File: config.mk
export PLATFORM = sky130hd
export DESIGN_NAME = pid_steering_delta_top
export DESIGN_NICKNAME = d
export VERILOG_FILES = /design/src/hw/rtl/psd_pkg.sv /design/src/hw/rtl/psd_div.sv /design/src/hw/rtl/psd_dpath.sv /design/src/hw/rtl/psd_seq.sv /design/src/hw/rtl/pid_steering_delta_top.sv
export SDC_FILE = /design/constraint.sdc
export NUM_CORES = 2
export LEC_CHECK = 0
export BUFFER_PORTS_ARGS = -buffer_cell sky130_fd_sc_hd__buf_4
export CAP_MARGIN = 20
export CORE_MARGIN = 2
export CORE_UTILIZATION = 50
export DETAILED_ROUTE_END_ITERATION = 8
export HOLD_SLACK_MARGIN = 0.1
export PLACE_DENSITY = 0.69
export SLEW_MARGIN = 0
export SYNTH_ARGS = -nofsm -noshare
export SYNTH_HDL_FRONTEND = slang
export SYNTH_SLANG_ARGS = --single-unit
File: constraint.sdc
create_clock -name i_clk -period 8 [get_ports i_clk]
set_clock_uncertainty 0.05 [all_clocks]
set_input_delay 1.6 -clock i_clk [delete_from_list [all_inputs] [get_ports i_clk]]
set_output_delay 1.6 -clock i_clk [all_outputs]
set_load 0.01 [all_outputs]
File: src/hw/rtl/psd_pkg.sv
package psd_pkg;

    localparam int PC_W       = 4;
    localparam int CFG_IDX_W  = 3;
    localparam int CFG_DATA_W = 16;
    localparam int READ_W     = 16;
    localparam int DB_W       = 15;
    localparam int GAIN_W     = 12;
    localparam int TICK_W     = 32;
    localparam int LONG_W     = 32;

    localparam logic [CFG_IDX_W-1:0] CFG_REFERENCE = 3'd0;
    localparam logic [CFG_IDX_W-1:0] CFG_DEADBAND  = 3'd1;
    localparam logic [CFG_IDX_W-1:0] CFG_GAIN_P    = 3'd2;
    localparam logic [CFG_IDX_W-1:0] CFG_GAIN_I    = 3'd3;
    localparam logic [CFG_IDX_W-1:0] CFG_GAIN_D    = 3'd4;

    localparam logic [DB_W-1:0]   DEADBAND_RST = 15'd82;
    localparam logic [GAIN_W-1:0] GAIN_P_RST   = 12'd640;
    localparam logic [GAIN_W-1:0] GAIN_I_RST   = 12'd256;
    localparam logic [GAIN_W-1:0] GAIN_D_RST   = 12'd1024;

    localparam logic [PC_W-1:0] ST_IDLE    = 4'd0;
    localparam logic [PC_W-1:0] ST_SAT     = 4'd1;
    localparam logic [PC_W-1:0] ST_DBAND   = 4'd2;
    localparam logic [PC_W-1:0] ST_DIFF    = 4'd3;
    localparam logic [PC_W-1:0] ST_DIVINIT = 4'd4;
    localparam logic [PC_W-1:0] ST_DIVSTEP = 4'd5;
    localparam logic [PC_W-1:0] ST_DIVFIX  = 4'd6;
    localparam logic [PC_W-1:0] ST_MULP    = 4'd7;
    localparam logic [PC_W-1:0] ST_MULI    = 4'd8;
    localparam logic [PC_W-1:0] ST_MULD    = 4'd9;
    localparam logic [PC_W-1:0] ST_ACCD    = 4'd10;
    localparam logic [PC_W-1:0] ST_STEER   = 4'd11;
    localparam logic [PC_W-1:0] ST_TURN    = 4'd12;
    localparam logic [PC_W-1:0] ST_WAIT    = 4'd13;
    localparam logic [PC_W-1:0] ST_EMIT    = 4'd14;

    typedef enum logic [3:0] {
        OP_IDLE,
        OP_NOP,
        OP_SAT,
        OP_DBAND,
        OP_DIFF,
        OP_DIVINIT,
        OP_DIVSTEP,
        OP_DIVFIX,
        OP_STEER,
        OP_TURN,
        OP_EMIT
    } t_op;

    typedef enum logic [1:0] {
        MS_NONE,
        MS_P,
        MS_I,
        MS_D
    } t_msel;

    typedef enum logic [1:0] {
        AC_HOLD,
        AC_LOAD,
        AC_ADD
    } t_acc;

    typedef enum logic [2:0] {
        CD_NEXT,
        CD_ALWAYS,
        CD_NO_ITEM,
        CD_STOPPED,
        CD_DIV_MORE,
        CD_OUT_BUSY
    } t_cond;

    typedef struct packed {
        t_op             op;
        t_msel           msel;
        t_acc            acc;
        t_cond           cond;
        logic [PC_W-1:0] target;
    } t_uword;

    typedef struct packed {
        logic no_item;
        logic stopped;
        logic div_more;
        logic out_busy;
    } t_flags;

    typedef struct packed {
        logic signed [READ_W-1:0] reference;
        logic [DB_W-1:0]          deadband;
        logic [GAIN_W-1:0]        gain_p;
        logic [GAIN_W-1:0]        gain_i;
        logic [GAIN_W-1:0]        gain_d;
    } t_cfg;

endpackage

File: src/hw/rtl/psd_div.sv
module psd_div #(
    parameter int DW = 17
) (
    input  logic          i_clk,
    input  logic          i_rst_n,
    input  logic          i_load,
    input  logic          i_step,
    input  logic [DW-1:0] i_dividend,
    input  logic [31:0]   i_divisor,
    output logic [DW-1:0] o_quotient,
    output logic          o_more
);

    localparam int CNT_W = $clog2(DW + 1);

    logic [31:0]      r_rem;
    logic [DW-1:0]    r_quo;
    logic [CNT_W-1:0] r_cnt;
    logic [32:0]      w_trial;
    logic [32:0]      w_sub;
    logic             w_ge;

    assign w_trial = {r_rem, r_quo[DW-1]};
    assign w_ge    = w_trial >= {1'b0, i_divisor};
    assign w_sub   = w_trial - {1'b0, i_divisor};

    always_ff @(posedge i_clk) begin
        if (!i_rst_n) begin
            r_cnt <= '0;
        end else if (i_load) begin
            r_cnt <= CNT_W'(DW);
        end else if (i_step) begin
            r_cnt <= r_cnt - 1'b1;
        end
    end

    always_ff @(posedge i_clk) begin
        if (i_load) begin
            r_rem <= '0;
            r_quo <= i_dividend;
        end else if (i_step) begin
            r_rem <= w_ge ? w_sub[31:0] : w_trial[31:0];
            r_quo <= {r_quo[DW-2:0], w_ge};
        end
    end

    assign o_quotient = r_quo;
    assign o_more     = r_cnt != CNT_W'(1);

endmodule

File: src/hw/rtl/psd_dpath.sv
module psd_dpath
    import psd_pkg::*;
#(
    parameter int SW = 16
) (
    input  logic                     i_clk,
    input  logic                     i_rst_n,
    input  t_uword                   i_uw,
    input  t_cfg                     i_cfg,
    input  logic                     i_accept,
    input  logic signed [READ_W-1:0] i_sensor_reading,
    input  logic [TICK_W-1:0]        i_timestamp,
    input  logic                     i_vehicle_stopped,
    output logic                     o_stopped,
    output logic                     o_div_more,
    output logic signed [LONG_W-1:0] o_turn
);

    localparam int DW = SW + 1;
    localparam int CW = (SW > READ_W + 1) ? SW : READ_W + 1;
    localparam int MW = (SW > DB_W) ? SW : DB_W;
    localparam int BW = (DW > LONG_W) ? DW : LONG_W;
    localparam int PW = BW + GAIN_W + 1;
    localparam int SHW = PW - 8;
    localparam int AW = SHW + 2;

    localparam logic signed [CW-1:0] SMAX = {{(CW - SW + 1){1'b0}}, {(SW - 1){1'b1}}};
    localparam logic signed [CW-1:0] SMIN = {{(CW - SW + 1){1'b1}}, {(SW - 1){1'b0}}};
    localparam logic signed [AW-1:0] LMAX = {{(AW - 31){1'b0}}, {31{1'b1}}};
    localparam logic signed [AW-1:0] LMIN = {{(AW - 31){1'b1}}, {31{1'b0}}};

    function automatic logic signed [LONG_W-1:0] sat33(input logic signed [LONG_W:0] v);
        logic signed [LONG_W-1:0] res;
        if (v[LONG_W] != v[LONG_W-1]) begin
            res = v[LONG_W] ? {1'b1, {(LONG_W - 1){1'b0}}} : {1'b0, {(LONG_W - 1){1'b1}}};
        end else begin
            res = v[LONG_W-1:0];
        end
        return res;
    endfunction

    logic signed [READ_W-1:0] r_reading;
    logic [TICK_W-1:0]        r_tick;
    logic                     r_stopped;

    logic signed [SW-1:0]     r_err;
    logic [TICK_W-1:0]        r_gap;
    logic signed [DW-1:0]     r_diff;
    logic                     r_neg;
    logic signed [DW-1:0]     r_deriv;
    logic signed [PW-1:0]     r_prod;
    logic signed [AW-1:0]     r_acc;
    logic signed [LONG_W-1:0] r_steer;
    logic signed [LONG_W-1:0] r_turn;

    logic signed [SW-1:0]     r_prev_err;
    logic signed [LONG_W-1:0] r_sum;
    logic signed [LONG_W-1:0] r_prev_steer;
    logic [TICK_W-1:0]        r_prev_tick;

    logic signed [READ_W:0]   w_raw;
    logic signed [CW-1:0]     w_raw_x;
    logic signed [CW-1:0]     w_sat;
    logic [TICK_W-1:0]        w_gap;
    logic [SW-1:0]            w_mag;
    logic signed [LONG_W:0]   w_sum_x;
    logic signed [LONG_W:0]   w_turn_x;
    logic [DW-1:0]            w_dmag;
    logic [DW-1:0]            w_quo;
    logic signed [GAIN_W:0]   w_mop_a;
    logic signed [BW-1:0]     w_mop_b;
    logic signed [SHW-1:0]    w_sh;
    logic signed [LONG_W-1:0] w_steer;

    assign w_raw   = (READ_W + 1)'(i_cfg.reference) - (READ_W + 1)'(r_reading);
    assign w_raw_x = CW'(w_raw);
    assign w_gap   = r_tick - r_prev_tick;
    assign w_mag   = r_err[SW-1] ? SW'(-r_err) : SW'(r_err);
    assign w_sum_x = (LONG_W + 1)'(r_sum) + (LONG_W + 1)'(r_err);
    assign w_turn_x = (LONG_W + 1)'(r_steer) - (LONG_W + 1)'(r_prev_steer);
    assign w_dmag  = r_diff[DW-1] ? DW'(-r_diff) : DW'(r_diff);
    assign w_sh    = SHW'(r_prod >>> 8);

    always_comb begin
        if (w_raw_x > SMAX) begin
            w_sat = SMAX;
        end else if (w_raw_x < SMIN) begin
            w_sat = SMIN;
        end else begin
            w_sat = w_raw_x;
        end
    end

    always_comb begin
        if (r_acc > LMAX) begin
            w_steer = LMAX[LONG_W-1:0];
        end else if (r_acc < LMIN) begin
            w_steer = LMIN[LONG_W-1:0];
        end else begin
            w_steer = r_acc[LONG_W-1:0];
        end
    end

    always_comb begin
        case (i_uw.msel)
            MS_P: begin
                w_mop_a = {1'b0, i_cfg.gain_p};
                w_mop_b = BW'(r_err);
            end
            MS_I: begin
                w_mop_a = {1'b0, i_cfg.gain_i};
                w_mop_b = BW'(r_sum);
            end
            MS_D: begin
                w_mop_a = {1'b0, i_cfg.gain_d};
                w_mop_b = BW'(r_deriv);
            end
            default: begin
                w_mop_a = '0;
                w_mop_b = '0;
            end
        endcase
    end

    psd_div #(
        .DW(DW)
    ) u_div (
        .i_clk      (i_clk),
        .i_rst_n    (i_rst_n),
        .i_load     (i_uw.op == OP_DIVINIT),
        .i_step     (i_uw.op == OP_DIVSTEP),
        .i_dividend (w_dmag),
        .i_divisor  (r_gap),
        .o_quotient (w_quo),
        .o_more     (o_div_more)
    );

    always_ff @(posedge i_clk) begin
        if (i_accept) begin
            r_reading <= i_sensor_reading;
            r_tick    <= i_timestamp;
            r_stopped <= i_vehicle_stopped;
        end
    end

    always_ff @(posedge i_clk) begin
        case (i_uw.op)
            OP_SAT: begin
                r_err <= SW'(w_sat);
                r_gap <= (w_gap == '0) ? TICK_W'(1) : w_gap;
            end
            OP_DBAND: begin
                if (MW'(w_mag) < MW'(i_cfg.deadband)) begin
                    r_err <= '0;
                end
            end
            OP_DIFF: begin
                r_diff <= DW'(r_err) - DW'(r_prev_err);
            end
            OP_DIVINIT: begin
                r_neg <= r_diff[DW-1];
            end
            OP_DIVFIX: begin
                r_deriv <= r_neg ? -signed'(w_quo) : signed'(w_quo);
            end
            OP_STEER: begin
                r_steer <= w_steer;
            end
            OP_TURN: begin
                r_turn <= sat33(w_turn_x);
            end
            default: begin
            end
        endcase
        if (i_uw.msel != MS_NONE) begin
            r_prod <= PW'(w_mop_a) * PW'(w_mop_b);
        end
        case (i_uw.acc)
            AC_LOAD: r_acc <= AW'(w_sh);
            AC_ADD:  r_acc <= r_acc + AW'(w_sh);
            default: begin
            end
        endcase
    end

    always_ff @(posedge i_clk) begin
        if (!i_rst_n) begin
            r_prev_err   <= '0;
            r_sum        <= '0;
            r_prev_steer <= '0;
            r_prev_tick  <= '0;
        end else begin
            if (i_uw.op == OP_DIFF) begin
                r_sum <= sat33(w_sum_x);
            end
            if (i_uw.op == OP_EMIT) begin
                r_prev_err   <= r_err;
                r_prev_steer <= r_steer;
                r_prev_tick  <= r_tick;
            end
        end
    end

    assign o_stopped = r_stopped;
    assign o_turn    = r_turn;

endmodule

File: src/hw/rtl/psd_seq.sv
module psd_seq
    import psd_pkg::*;
(
    input  logic   i_clk,
    input  logic   i_rst_n,
    input  t_flags i_flags,
    output t_uword o_uw
);

    logic [PC_W-1:0] r_pc;
    logic [PC_W-1:0] n_pc;
    t_uword          w_uw;
    logic            w_take;

    always_comb begin
        unique case (r_pc)
            ST_IDLE:    w_uw = '{OP_IDLE,    MS_NONE, AC_HOLD, CD_NO_ITEM,  ST_IDLE};
            ST_SAT:     w_uw = '{OP_SAT,     MS_NONE, AC_HOLD, CD_STOPPED,  ST_IDLE};
            ST_DBAND:   w_uw = '{OP_DBAND,   MS_NONE, AC_HOLD, CD_NEXT,     ST_IDLE};
            ST_DIFF:    w_uw = '{OP_DIFF,    MS_NONE, AC_HOLD, CD_NEXT,     ST_IDLE};
            ST_DIVINIT: w_uw = '{OP_DIVINIT, MS_NONE, AC_HOLD, CD_NEXT,     ST_IDLE};
            ST_DIVSTEP: w_uw = '{OP_DIVSTEP, MS_NONE, AC_HOLD, CD_DIV_MORE, ST_DIVSTEP};
            ST_DIVFIX:  w_uw = '{OP_DIVFIX,  MS_NONE, AC_HOLD, CD_NEXT,     ST_IDLE};
            ST_MULP:    w_uw = '{OP_NOP,     MS_P,    AC_HOLD, CD_NEXT,     ST_IDLE};
            ST_MULI:    w_uw = '{OP_NOP,     MS_I,    AC_LOAD, CD_NEXT,     ST_IDLE};
            ST_MULD:    w_uw = '{OP_NOP,     MS_D,    AC_ADD,  CD_NEXT,     ST_IDLE};
            ST_ACCD:    w_uw = '{OP_NOP,     MS_NONE, AC_ADD,  CD_NEXT,     ST_IDLE};
            ST_STEER:   w_uw = '{OP_STEER,   MS_NONE, AC_HOLD, CD_NEXT,     ST_IDLE};
            ST_TURN:    w_uw = '{OP_TURN,    MS_NONE, AC_HOLD, CD_NEXT,     ST_IDLE};
            ST_WAIT:    w_uw = '{OP_NOP,     MS_NONE, AC_HOLD, CD_OUT_BUSY, ST_WAIT};
            ST_EMIT:    w_uw = '{OP_EMIT,    MS_NONE, AC_HOLD, CD_ALWAYS,   ST_IDLE};
            default:    w_uw = '{OP_NOP,     MS_NONE, AC_HOLD, CD_ALWAYS,   ST_IDLE};
        endcase
    end

    always_comb begin
        unique case (w_uw.cond)
            CD_NEXT:     w_take = 1'b0;
            CD_ALWAYS:   w_take = 1'b1;
            CD_NO_ITEM:  w_take = i_flags.no_item;
            CD_STOPPED:  w_take = i_flags.stopped;
            CD_DIV_MORE: w_take = i_flags.div_more;
            CD_OUT_BUSY: w_take = i_flags.out_busy;
            default:     w_take = 1'b1;
        endcase
        n_pc = w_take ? w_uw.target : r_pc + 1'b1;
    end

    always_ff @(posedge i_clk) begin
        if (!i_rst_n) begin
            r_pc <= ST_IDLE;
        end else begin
            r_pc <= n_pc;
        end
    end

    assign o_uw = w_uw;

endmodule

File: src/hw/rtl/pid_steering_delta_top.sv
// Channel   Direction  Handshake                 Word
// input     in         i_in_valid / o_in_stall   sensor_reading, timestamp, vehicle_stopped
// output    out        o_out_valid / i_out_stall turn_delta
// config    in         i_cfg_valid / o_cfg_ready register index, write data
//
// A word that produces a result passes through all sequencer steps before the next acceptance;
// the serial divider, one quotient bit per cycle, is the longest of them.
// A word with vehicle_stopped set is dropped at the saturate step and the block returns to idle.
// Reset is synchronous and active low; it restores the register defaults and clears state.
// A stalled output holds the sequencer at its wait step, just before the result register
// is loaded, until the waiting word is taken.
module pid_steering_delta_top
    import psd_pkg::*;
#(
    parameter int SAMPLE_WIDTH = 16
) (
    input  logic                         i_clk,
    input  logic                         i_rst_n,
    input  logic                         i_in_valid,
    output logic                         o_in_stall,
    input  logic signed [READ_W-1:0]     i_sensor_reading,
    input  logic [TICK_W-1:0]            i_timestamp,
    input  logic                         i_vehicle_stopped,
    output logic                         o_out_valid,
    input  logic                         i_out_stall,
    output logic signed [LONG_W-1:0]     o_turn_delta,
    input  logic                         i_cfg_valid,
    output logic                         o_cfg_ready,
    input  logic [CFG_IDX_W-1:0]         i_cfg_index,
    input  logic [CFG_DATA_W-1:0]        i_cfg_data
);

    t_cfg                     r_cfg;
    logic                     r_out_valid;
    logic signed [LONG_W-1:0] r_turn_delta;
    t_uword                   w_uw;
    t_flags                   w_flags;
    logic                     w_accept;
    logic                     w_stopped;
    logic                     w_div_more;
    logic signed [LONG_W-1:0] w_turn;

    assign o_in_stall  = w_uw.op != OP_IDLE;
    assign w_accept    = i_in_valid && !o_in_stall;
    assign o_cfg_ready = 1'b1;

    assign w_flags.no_item  = !i_in_valid;
    assign w_flags.stopped  = w_stopped;
    assign w_flags.div_more = w_div_more;
    assign w_flags.out_busy = r_out_valid && i_out_stall;

    always_ff @(posedge i_clk) begin
        if (!i_rst_n) begin
            r_cfg.reference <= '0;
            r_cfg.deadband  <= DEADBAND_RST;
            r_cfg.gain_p    <= GAIN_P_RST;
            r_cfg.gain_i    <= GAIN_I_RST;
            r_cfg.gain_d    <= GAIN_D_RST;
        end else if (i_cfg_valid && o_cfg_ready) begin
            unique case (i_cfg_index)
                CFG_REFERENCE: r_cfg.reference <= i_cfg_data;
                CFG_DEADBAND:  r_cfg.deadband  <= i_cfg_data[DB_W-1:0];
                CFG_GAIN_P:    r_cfg.gain_p    <= i_cfg_data[GAIN_W-1:0];
                CFG_GAIN_I:    r_cfg.gain_i    <= i_cfg_data[GAIN_W-1:0];
                CFG_GAIN_D:    r_cfg.gain_d    <= i_cfg_data[GAIN_W-1:0];
                default: begin
                end
            endcase
        end
    end

    psd_seq u_seq (
        .i_clk   (i_clk),
        .i_rst_n (i_rst_n),
        .i_flags (w_flags),
        .o_uw    (w_uw)
    );

    psd_dpath #(
        .SW(SAMPLE_WIDTH)
    ) u_dpath (
        .i_clk             (i_clk),
        .i_rst_n           (i_rst_n),
        .i_uw              (w_uw),
        .i_cfg             (r_cfg),
        .i_accept          (w_accept),
        .i_sensor_reading  (i_sensor_reading),
        .i_timestamp       (i_timestamp),
        .i_vehicle_stopped (i_vehicle_stopped),
        .o_stopped         (w_stopped),
        .o_div_more        (w_div_more),
        .o_turn            (w_turn)
    );

    always_ff @(posedge i_clk) begin
        if (!i_rst_n) begin
            r_out_valid <= 1'b0;
        end else if (w_uw.op == OP_EMIT) begin
            r_out_valid <= 1'b1;
        end else if (!i_out_stall) begin
            r_out_valid <= 1'b0;
        end
    end

    always_ff @(posedge i_clk) begin
        if (w_uw.op == OP_EMIT) begin
            r_turn_delta <= w_turn;
        end
    end

    assign o_out_valid  = r_out_valid;
    assign o_turn_delta = r_turn_delta;

    a_accept_starts: assert property (@(posedge i_clk) disable iff (!i_rst_n)
        w_accept |=> (w_uw.op == OP_SAT))
        else $error("Accepted word did not start the program.");

    a_emit_free: assert property (@(posedge i_clk) disable iff (!i_rst_n)
        (w_uw.op == OP_EMIT) |-> !(r_out_valid && i_out_stall))
        else $error("Result written over a word still waiting at the output.");

    a_stopped_drop: assert property (@(posedge i_clk) disable iff (!i_rst_n)
        ((w_uw.op == OP_SAT) && w_stopped) |=> (w_uw.op == OP_IDLE))
        else $error("Stopped-vehicle word was not dropped.");

endmodule

; After elaboration in Yosys (flattened, before gate mapping)
; Memories as Yosys holds them, arrays and structs flattened. A register that Yosys moved wholly into a read port is not among the register bits.
; Index checks and enable logic that the tools add are counted.
[classes]
add_sub_neg = 12
mul = 1
order_cmp = 6
eq_ne = 27
n_mux = 25
bitwise_logic = 1
reduce_logical = 19
[ops]
columns = op, n
row1 = two-way mux 32 bit, 6
row2 = case mux 32 bit (3 select lines), 1
row3 = case mux 39 bit (2 select lines), 1
row4 = two-way mux 17 bit, 4
row5 = two-way mux 16 bit, 4
row6 = subtractor 32 bit, 2
row7 = multiplier 13 x 32 -> 45 bit, 1
row8 = adder 39 x 37 -> 39 bit, 1
row9 = "> comparator 39 x 32 -> 1 bit, second input constant", 1
row10 = "< comparator 39 x 32 -> 1 bit, second input constant", 1
row11 = case mux 12 bit (3 select lines), 1
row12 = negation 17 bit, 2
row13 = subtractor 16 x 16 -> 17 bit, 2
row14 = adder 32 x 16 -> 33 bit, 1
row15 = >= comparator 33 x 32 -> 1 bit, 1
row16 = subtractor 32 x 32 -> 33 bit, 1
row17 = zero test 32 bit, 1
row18 = case mux 16 bit (2 select lines), 1
row19 = "> comparator 17 x 16 -> 1 bit, second input constant", 1
row20 = "< comparator 17 x 16 -> 1 bit, second input constant", 1
row21 = "equality test 4 x 3 -> 1 bit, second input constant", 4
row22 = < comparator 16 x 15 -> 1 bit, 1
row23 = negation 16 bit, 1
row24 = "equality test 3 x 2 -> 1 bit, second input constant", 4
row25 = 23 further kinds, 47
[totals]
register_bits = 550
mem_bits_ro = 224
inputBits = 73
output_inout_bits = 35
elab_cells = 120
n_memories = 1
[memory_table]
columns = memory, depth, width, read_ports, rd_clocked_by_memory_dff, wr, line_no
row1 = (no name shown), 16, 14, 1, 1, 0, psd_seq.sv:16  ; unique case (r_pc)

; Longest topological paths before layout
[depth]
depth_word = 5
ltp_mapped = 30
depth_no_buf = 26

; Hierarchy
; From an unflattened synthesis, not the netlist that was laid out.
[unflattened]
hier_cells = 4833
hier_area_um2 = 45277.2
[by_module_without_submodules]
columns = module, n_inst, cells_per_inst, area_per_inst_um2
row1 = psd_dpath, 1, 3975, 36700.2
row2 = psd_div, 1, 493, 4261.6
row3 = pid_steering_delta_top, 1, 289, 3570.9
row4 = psd_seq, 1, 76, 744.5

; Least setup slack after synthesis
; OpenSTA, ideal clock, no wires.
[synth_path]
path_kind = flip-flop to flip-flop
startpoint = register, netlist name u_seq.o_uw[9]
endpoint = register u_dpath.r_prod[32], data pin
setup_ps = 258
arrival_ps = 7813
setup_slack_ps = -121
stages_incl_launch_ff = 28
n_path_buf = 3
synth_period_minus_slack_ps = 8121
cell_sequence = dfxtp_1 > clkbuf_1 > clkbuf_1 > nor2_1 > inv_1 > clkbuf_1 > and2_1 > nand2_1 > fa_1 > inv_1 > fa_1 > fa_1 > fa_1 > inv_1 > fa_1 > inv_1 > ha_1 > a21o_1 > a21o_1 > a21o_1 > a21o_1 > a21oi_1 > o31ai_1 > and2_1 > o21a_1 > a311o_1 > a21oi_1 > xnor2_1
[synth_between]
elab_chain_len = 3
word_cells_on_any_way = 6
[synth_lines]
columns = item, line_no
row1 = equality test 2 bit or equality test 2 x 1 -> 1 bit (tied branches), psd_dpath.sv:105  ; case (i_uw.msel)
row2 = case mux 12 bit (3 select lines) or case mux 32 bit (3 select lines) (tied branches), psd_dpath.sv:105
row3 = multiplier 13 x 32 -> 45 bit *, psd_dpath.sv:176  ; r_prod <= PW'(w_mop_a) * PW'(w_mop_b);
row4 = end signal: assignment, psd_dpath.sv:176
row5 = end: declaration, psd_dpath.sv:51  ; logic signed [PW-1:0] r_prod;
; Mark *: on every way between the ends. The rest lies on a longest branch, timed or not.
; A chain may end at the register's enable or synchronous reset.

; Worst setup path in the final report
[layout_path]
startpoint = register, netlist name u_seq.o_uw[10]
endpoint = register u_dpath.r_prod[32], data pin
[layout_between]
elab_chain_len = 3
word_cells_on_any_way = 6
[layout_lines]
columns = item, line_no
row1 = equality test 2 bit or equality test 2 x 1 -> 1 bit (tied branches), psd_dpath.sv:105
row2 = case mux 12 bit (3 select lines) or case mux 32 bit (3 select lines) (tied branches), psd_dpath.sv:105
row3 = multiplier 13 x 32 -> 45 bit *, psd_dpath.sv:176
; Marked as above.

==> results summary <==
The run finished with clean final reports. The maximum number of pins on one net before global-route repair is 86. The largest register by flop count is r_cfg. The power share of the sequential group is 37.1%. The vertical die dimension came out at 302 um.

The share of async-settable or async-resettable flops after synthesis came out at 0%. The delay of the slowest critical-path stage came out at approximately 0.58 ns. With fillers left out, the area of the finished cells amounts to between 40,000 and 50,000 um2. The area after detailed placement came out at 46,600 um2. Leaving out fill and tap cells, the most frequent cells in the layout are sky130_fd_sc_hd__nand2_1 (700), sky130_fd_sc_hd__inv_1 (663), sky130_fd_sc_hd__a21oi_1 (411), sky130_fd_sc_hd__nor2_1 (368), sky130_fd_sc_hd__fa_1 (344). The detailed-route wire length came out at 106 mm.

For the worst setup path, the data required time is about 8.4 ns. The standard cell with the maximum stage delay on the critical path is sky130_fd_sc_hd__fa_1. The worst register-to-register path begins at u_seq.o_uw[10]. The sink count of the clock tree came out at between 500 and 600. The number of routed nets with antenna violations came out at 0. The maximum clock rate is 133 MHz. The final count of pins violating max slew is 0. The count of mapped cells out of synthesis is 4,889. The count of boundary I/O pins came out at 108. The tree is rooted in a sky130_fd_sc_hd__clkbuf_16. Headroom to the max-slew limit came out at 22.9%. The number of buffers and inverters on the critical path came out at 6. The initial antenna violation count came out at 0.

In this run the static leakage power is 20.6 nW. The slew of the pin with the lowest slew margin is 1.15 ns. The endpoint identified for the worst register-to-register timing path is u_dpath.r_prod[32]. STA classifies the critical path endpoint as a flop.

Setup repair after global routing left no endpoint under its margin. Compared with the post-synthesis result, the final layout area differs by 9.70%. The internal power contribution came out at ~6.5 mW. For this run, the number of Yosys warnings is 0. The die covers 91,000 um2. Counting flops with a built-in enable in the synthesized netlist gives 321.

The number of cells on the worst hold path came out at 0. The total number of vias came out at 33,534. The first global-routing pass estimated 173 mm of wire. The sequential area share after synthesis came out at 32.3%. The post-synth net total is 5,626. The worst setup path is of the reg2reg kind. The number of remaining DRC errors is 0.

The cell that appears most often on the critical path is sky130_fd_sc_hd__fa_1. Grouping stages by cell kind, the critical path spends the most delay in adder cells. The summed instance area of the synthesized netlist is about 44,000 um2.

The net count reported at finish is 5,698. The number of buffers on the longest clock path is 3. The number of buffers inserted by post-CTS setup repair came out at 0. The final RePlAce weighted congestion is 0.930. Buffers inserted to repair hold after CTS numbered 0.

The pre-antenna-repair detailed-routing pass consisted of 5 iterations. Global routing finished with a remaining overflow of 0. The number of global-route vias before repair was around 33,000.

For hold timing, the worst endpoint is o_turn_delta[30]. The hold path startpoint is u_dpath.o_turn[30]. The final period demand of the worst path is 7.54 ns. The detailed router finished its first iteration with 1,960 violations.

The post-detailed-placement half-perimeter wirelength is roughly 82 mm. The flip-flop and latch count after synthesis is 554. Setup slack on the worst reg-to-reg path comes out at 0.46 ns.

The number of input and output port buffers inserted is 106. Summed over all nets, the switching power comes to 3.70 mW. The number of logic stages on the critical path including buffering came out at 27. The floorplan die width is 302 um.

Data on the critical path arrives at its endpoint at 7.89 ns. Per report_power, the combinational group accounts for 36.2% of the total. The total of max-cap violations is 0. The ratio of routed vias to standard cells is 5.43. The worst path uses between 90% and 100% of the clock period. The power share of the clock group is a little over a quarter.

After clock tree synthesis, the clock-pin slew on the worst setup and hold paths is 0.06 ns. The library cell used most frequently in the layout, excluding fill and tap cells, is sky130_fd_sc_hd__nand2_1. The largest registers in the layout are r_cfg (67), u_dpath.r_acc (39), u_dpath.r_prod (37).

The critical path launch point type is a flop. The final hold violation count is 0. The routed wirelength normalized by instance count is roughly 17 um.

The final-report setup violation count is 0. The total routing usage reported by global routing is between 20% and 30%. The number of H-tree branching levels is 2.

The switching power as a share of total power came out at 36.1%. The final sum of negative setup slack came out at 0 ns. The ratio of cells with drive above 1 in the final layout is 7.74%. The register with the most flip-flops in the layout has 67 of them. The min-delay analysis places its worst path in the category reg2reg.

The number of different library cells in the post-synthesis netlist is 88. TritonCTS built the clock tree. The CTS buffer count is 60. For this configuration, the core starts out at a cell density of between 50% and 60%. The total number of placement rows came out at 109. The primary flip-flop cell chosen by synthesis mapping is sky130_fd_sc_hd__edfxtp_1. The count of cells along the worst register-to-register path is 27.

The placeable core area is 88,100 um2. The maximum resistive drop on vdd is 0.201 mV. The clock reaches the later pin of the worst-skew pair after around 0.66 ns. The maximum fanout count along the critical path is 20. The power density over the cells is roughly 210 nW/um2.

After synthesis, the mean cell area works out to 9.07 um2.
repair_timing:
action	CTS	global route
setup endpoints to repair	0	10
gates resized for setup	0	6
hold endpoints to repair	0	0
worst max-delay path by stage:
stage / slack, ns / endpoint / startpoint
floorplan: 0.53 / u_dpath.r_prod[32] / u_seq.o_uw[9]
global placement: 0.30 / u_dpath.r_prod[33] / u_seq.o_uw[9]
detailed placement: 0.21 / u_dpath.r_prod[32] / u_seq.o_uw[9]
CTS: 0.21 / u_dpath.r_prod[33] / u_seq.o_uw[9]
global route: 0.003 / u_dpath.r_prod[33] / u_seq.o_uw[10]
finish: 0.46 / u_dpath.r_prod[32] / u_seq.o_uw[10]
synthesized netlist by cell type (7+ instances only):
cell type,count,area [um2]
sky130_fd_sc_hd__a211oi_1,27,203
sky130_fd_sc_hd__a21boi_0,9,67.6
sky130_fd_sc_hd__a21o_1,156,1170
sky130_fd_sc_hd__a21oi_1,416,2080
sky130_fd_sc_hd__a22o_1,16,140
sky130_fd_sc_hd__a22oi_1,13,97.6
sky130_fd_sc_hd__a31o_2,8,70.1
sky130_fd_sc_hd__a31oi_1,16,100
sky130_fd_sc_hd__and2_1,20,125
sky130_fd_sc_hd__and3_1,21,131
sky130_fd_sc_hd__clkbuf_1,163,612
sky130_fd_sc_hd__dfxtp_1,233,4660
sky130_fd_sc_hd__edfxtp_1,321,9640
sky130_fd_sc_hd__fa_1,344,6890
sky130_fd_sc_hd__ha_1,320,4000
sky130_fd_sc_hd__inv_1,665,2500
sky130_fd_sc_hd__maj3_1,17,170
sky130_fd_sc_hd__mux2_2,47,529
sky130_fd_sc_hd__mux2i_1,50,500
sky130_fd_sc_hd__nand2_1,701,2630
sky130_fd_sc_hd__nand2b_1,45,282
sky130_fd_sc_hd__nand3_1,47,235
sky130_fd_sc_hd__nand4_1,21,131
sky130_fd_sc_hd__nor2_1,370,1390
sky130_fd_sc_hd__nor2b_1,48,300
sky130_fd_sc_hd__nor3_1,49,245
sky130_fd_sc_hd__nor4_1,13,81.3
sky130_fd_sc_hd__o2111ai_1,9,78.8
sky130_fd_sc_hd__o211ai_1,17,128
sky130_fd_sc_hd__o21a_1,32,240
sky130_fd_sc_hd__o21ai_0,217,1090
sky130_fd_sc_hd__o21ai_1,11,55.1
sky130_fd_sc_hd__o21bai_1,16,120
sky130_fd_sc_hd__o22ai_1,7,43.8
sky130_fd_sc_hd__o31ai_1,32,240
sky130_fd_sc_hd__o41ai_1,8,70.1
sky130_fd_sc_hd__or2_2,16,100
sky130_fd_sc_hd__or3_1,20,125
sky130_fd_sc_hd__or4_1,11,82.6
sky130_fd_sc_hd__xnor2_1,173,1520
sky130_fd_sc_hd__xor2_1,64,561
kinds of logic (layout without fill, tap and decap cells):
| family | after synthesis | in the layout | synth area share [%] |
|---|---|---|---|
| buf+inv | 840 | 962 | 7.13 |
| compound gates | 1072 | 1072 | 14.9 |
| xor+xnor | 237 | 237 | 4.68 |
| mux | 98 | 98 | 2.37 |
| fa+ha+maj | 681 | 681 | 25.0 |
| other cells | 1 | 2 | 0.00846 |
| flops | 554 | 554 | 32.3 |
| simple gates | 1406 | 1406 | 13.7 |
power by group through the flow:
stage,combinational (mW),clock [mW],sequential [mW]
2_1_floorplan,2.77,0,3.73
3_3_place_gp,3.56,0,3.84
3_5_place_dp,3.63,0,3.85
4_1_cts,3.66,2.80,3.79
5_1_grt,4.14,2.91,3.83
6_report,3.70,2.73,3.80
final cells by class:
class / instances / area [um2]
clock inverter: 34 / 289
multi-input combinational: 3495 / 27000
antenna: 1 / 2.50
fill: 7932 / 39500
tap: 1165 / 1460
timing repair buffer: 182 / 1440
sequential: 554 / 14300
clock buffer: 78 / 1660
inverter: 668 / 2510
per-layer routing:
layer	vias up	wire (um)	track usage, %
met5	-	0	0
met4	0	2580	6.16
met3	143	5890	3.05
met2	831	49200	39.5
met1	16050	48500	32.5
li1	16510	-	-
through the flow:
stage	cells	total power, mW	worst slack (ns)	util, %	hold slack (ns)
4_1_cts	6172	10.2	0.210	55.1	0.368
3_5_place_dp	6060	7.48	0.210	52.9	0.355
3_3_place_gp	6059	7.40	0.296	52.9	0.354
2_1_floorplan	4889	6.50	0.530	-	0.350
6_report	6177	10.2	0.464	55.2	0.367
5_1_grt	6176	10.9	0.00316	55.2	0.377
(Power assumes the default switching activity.)
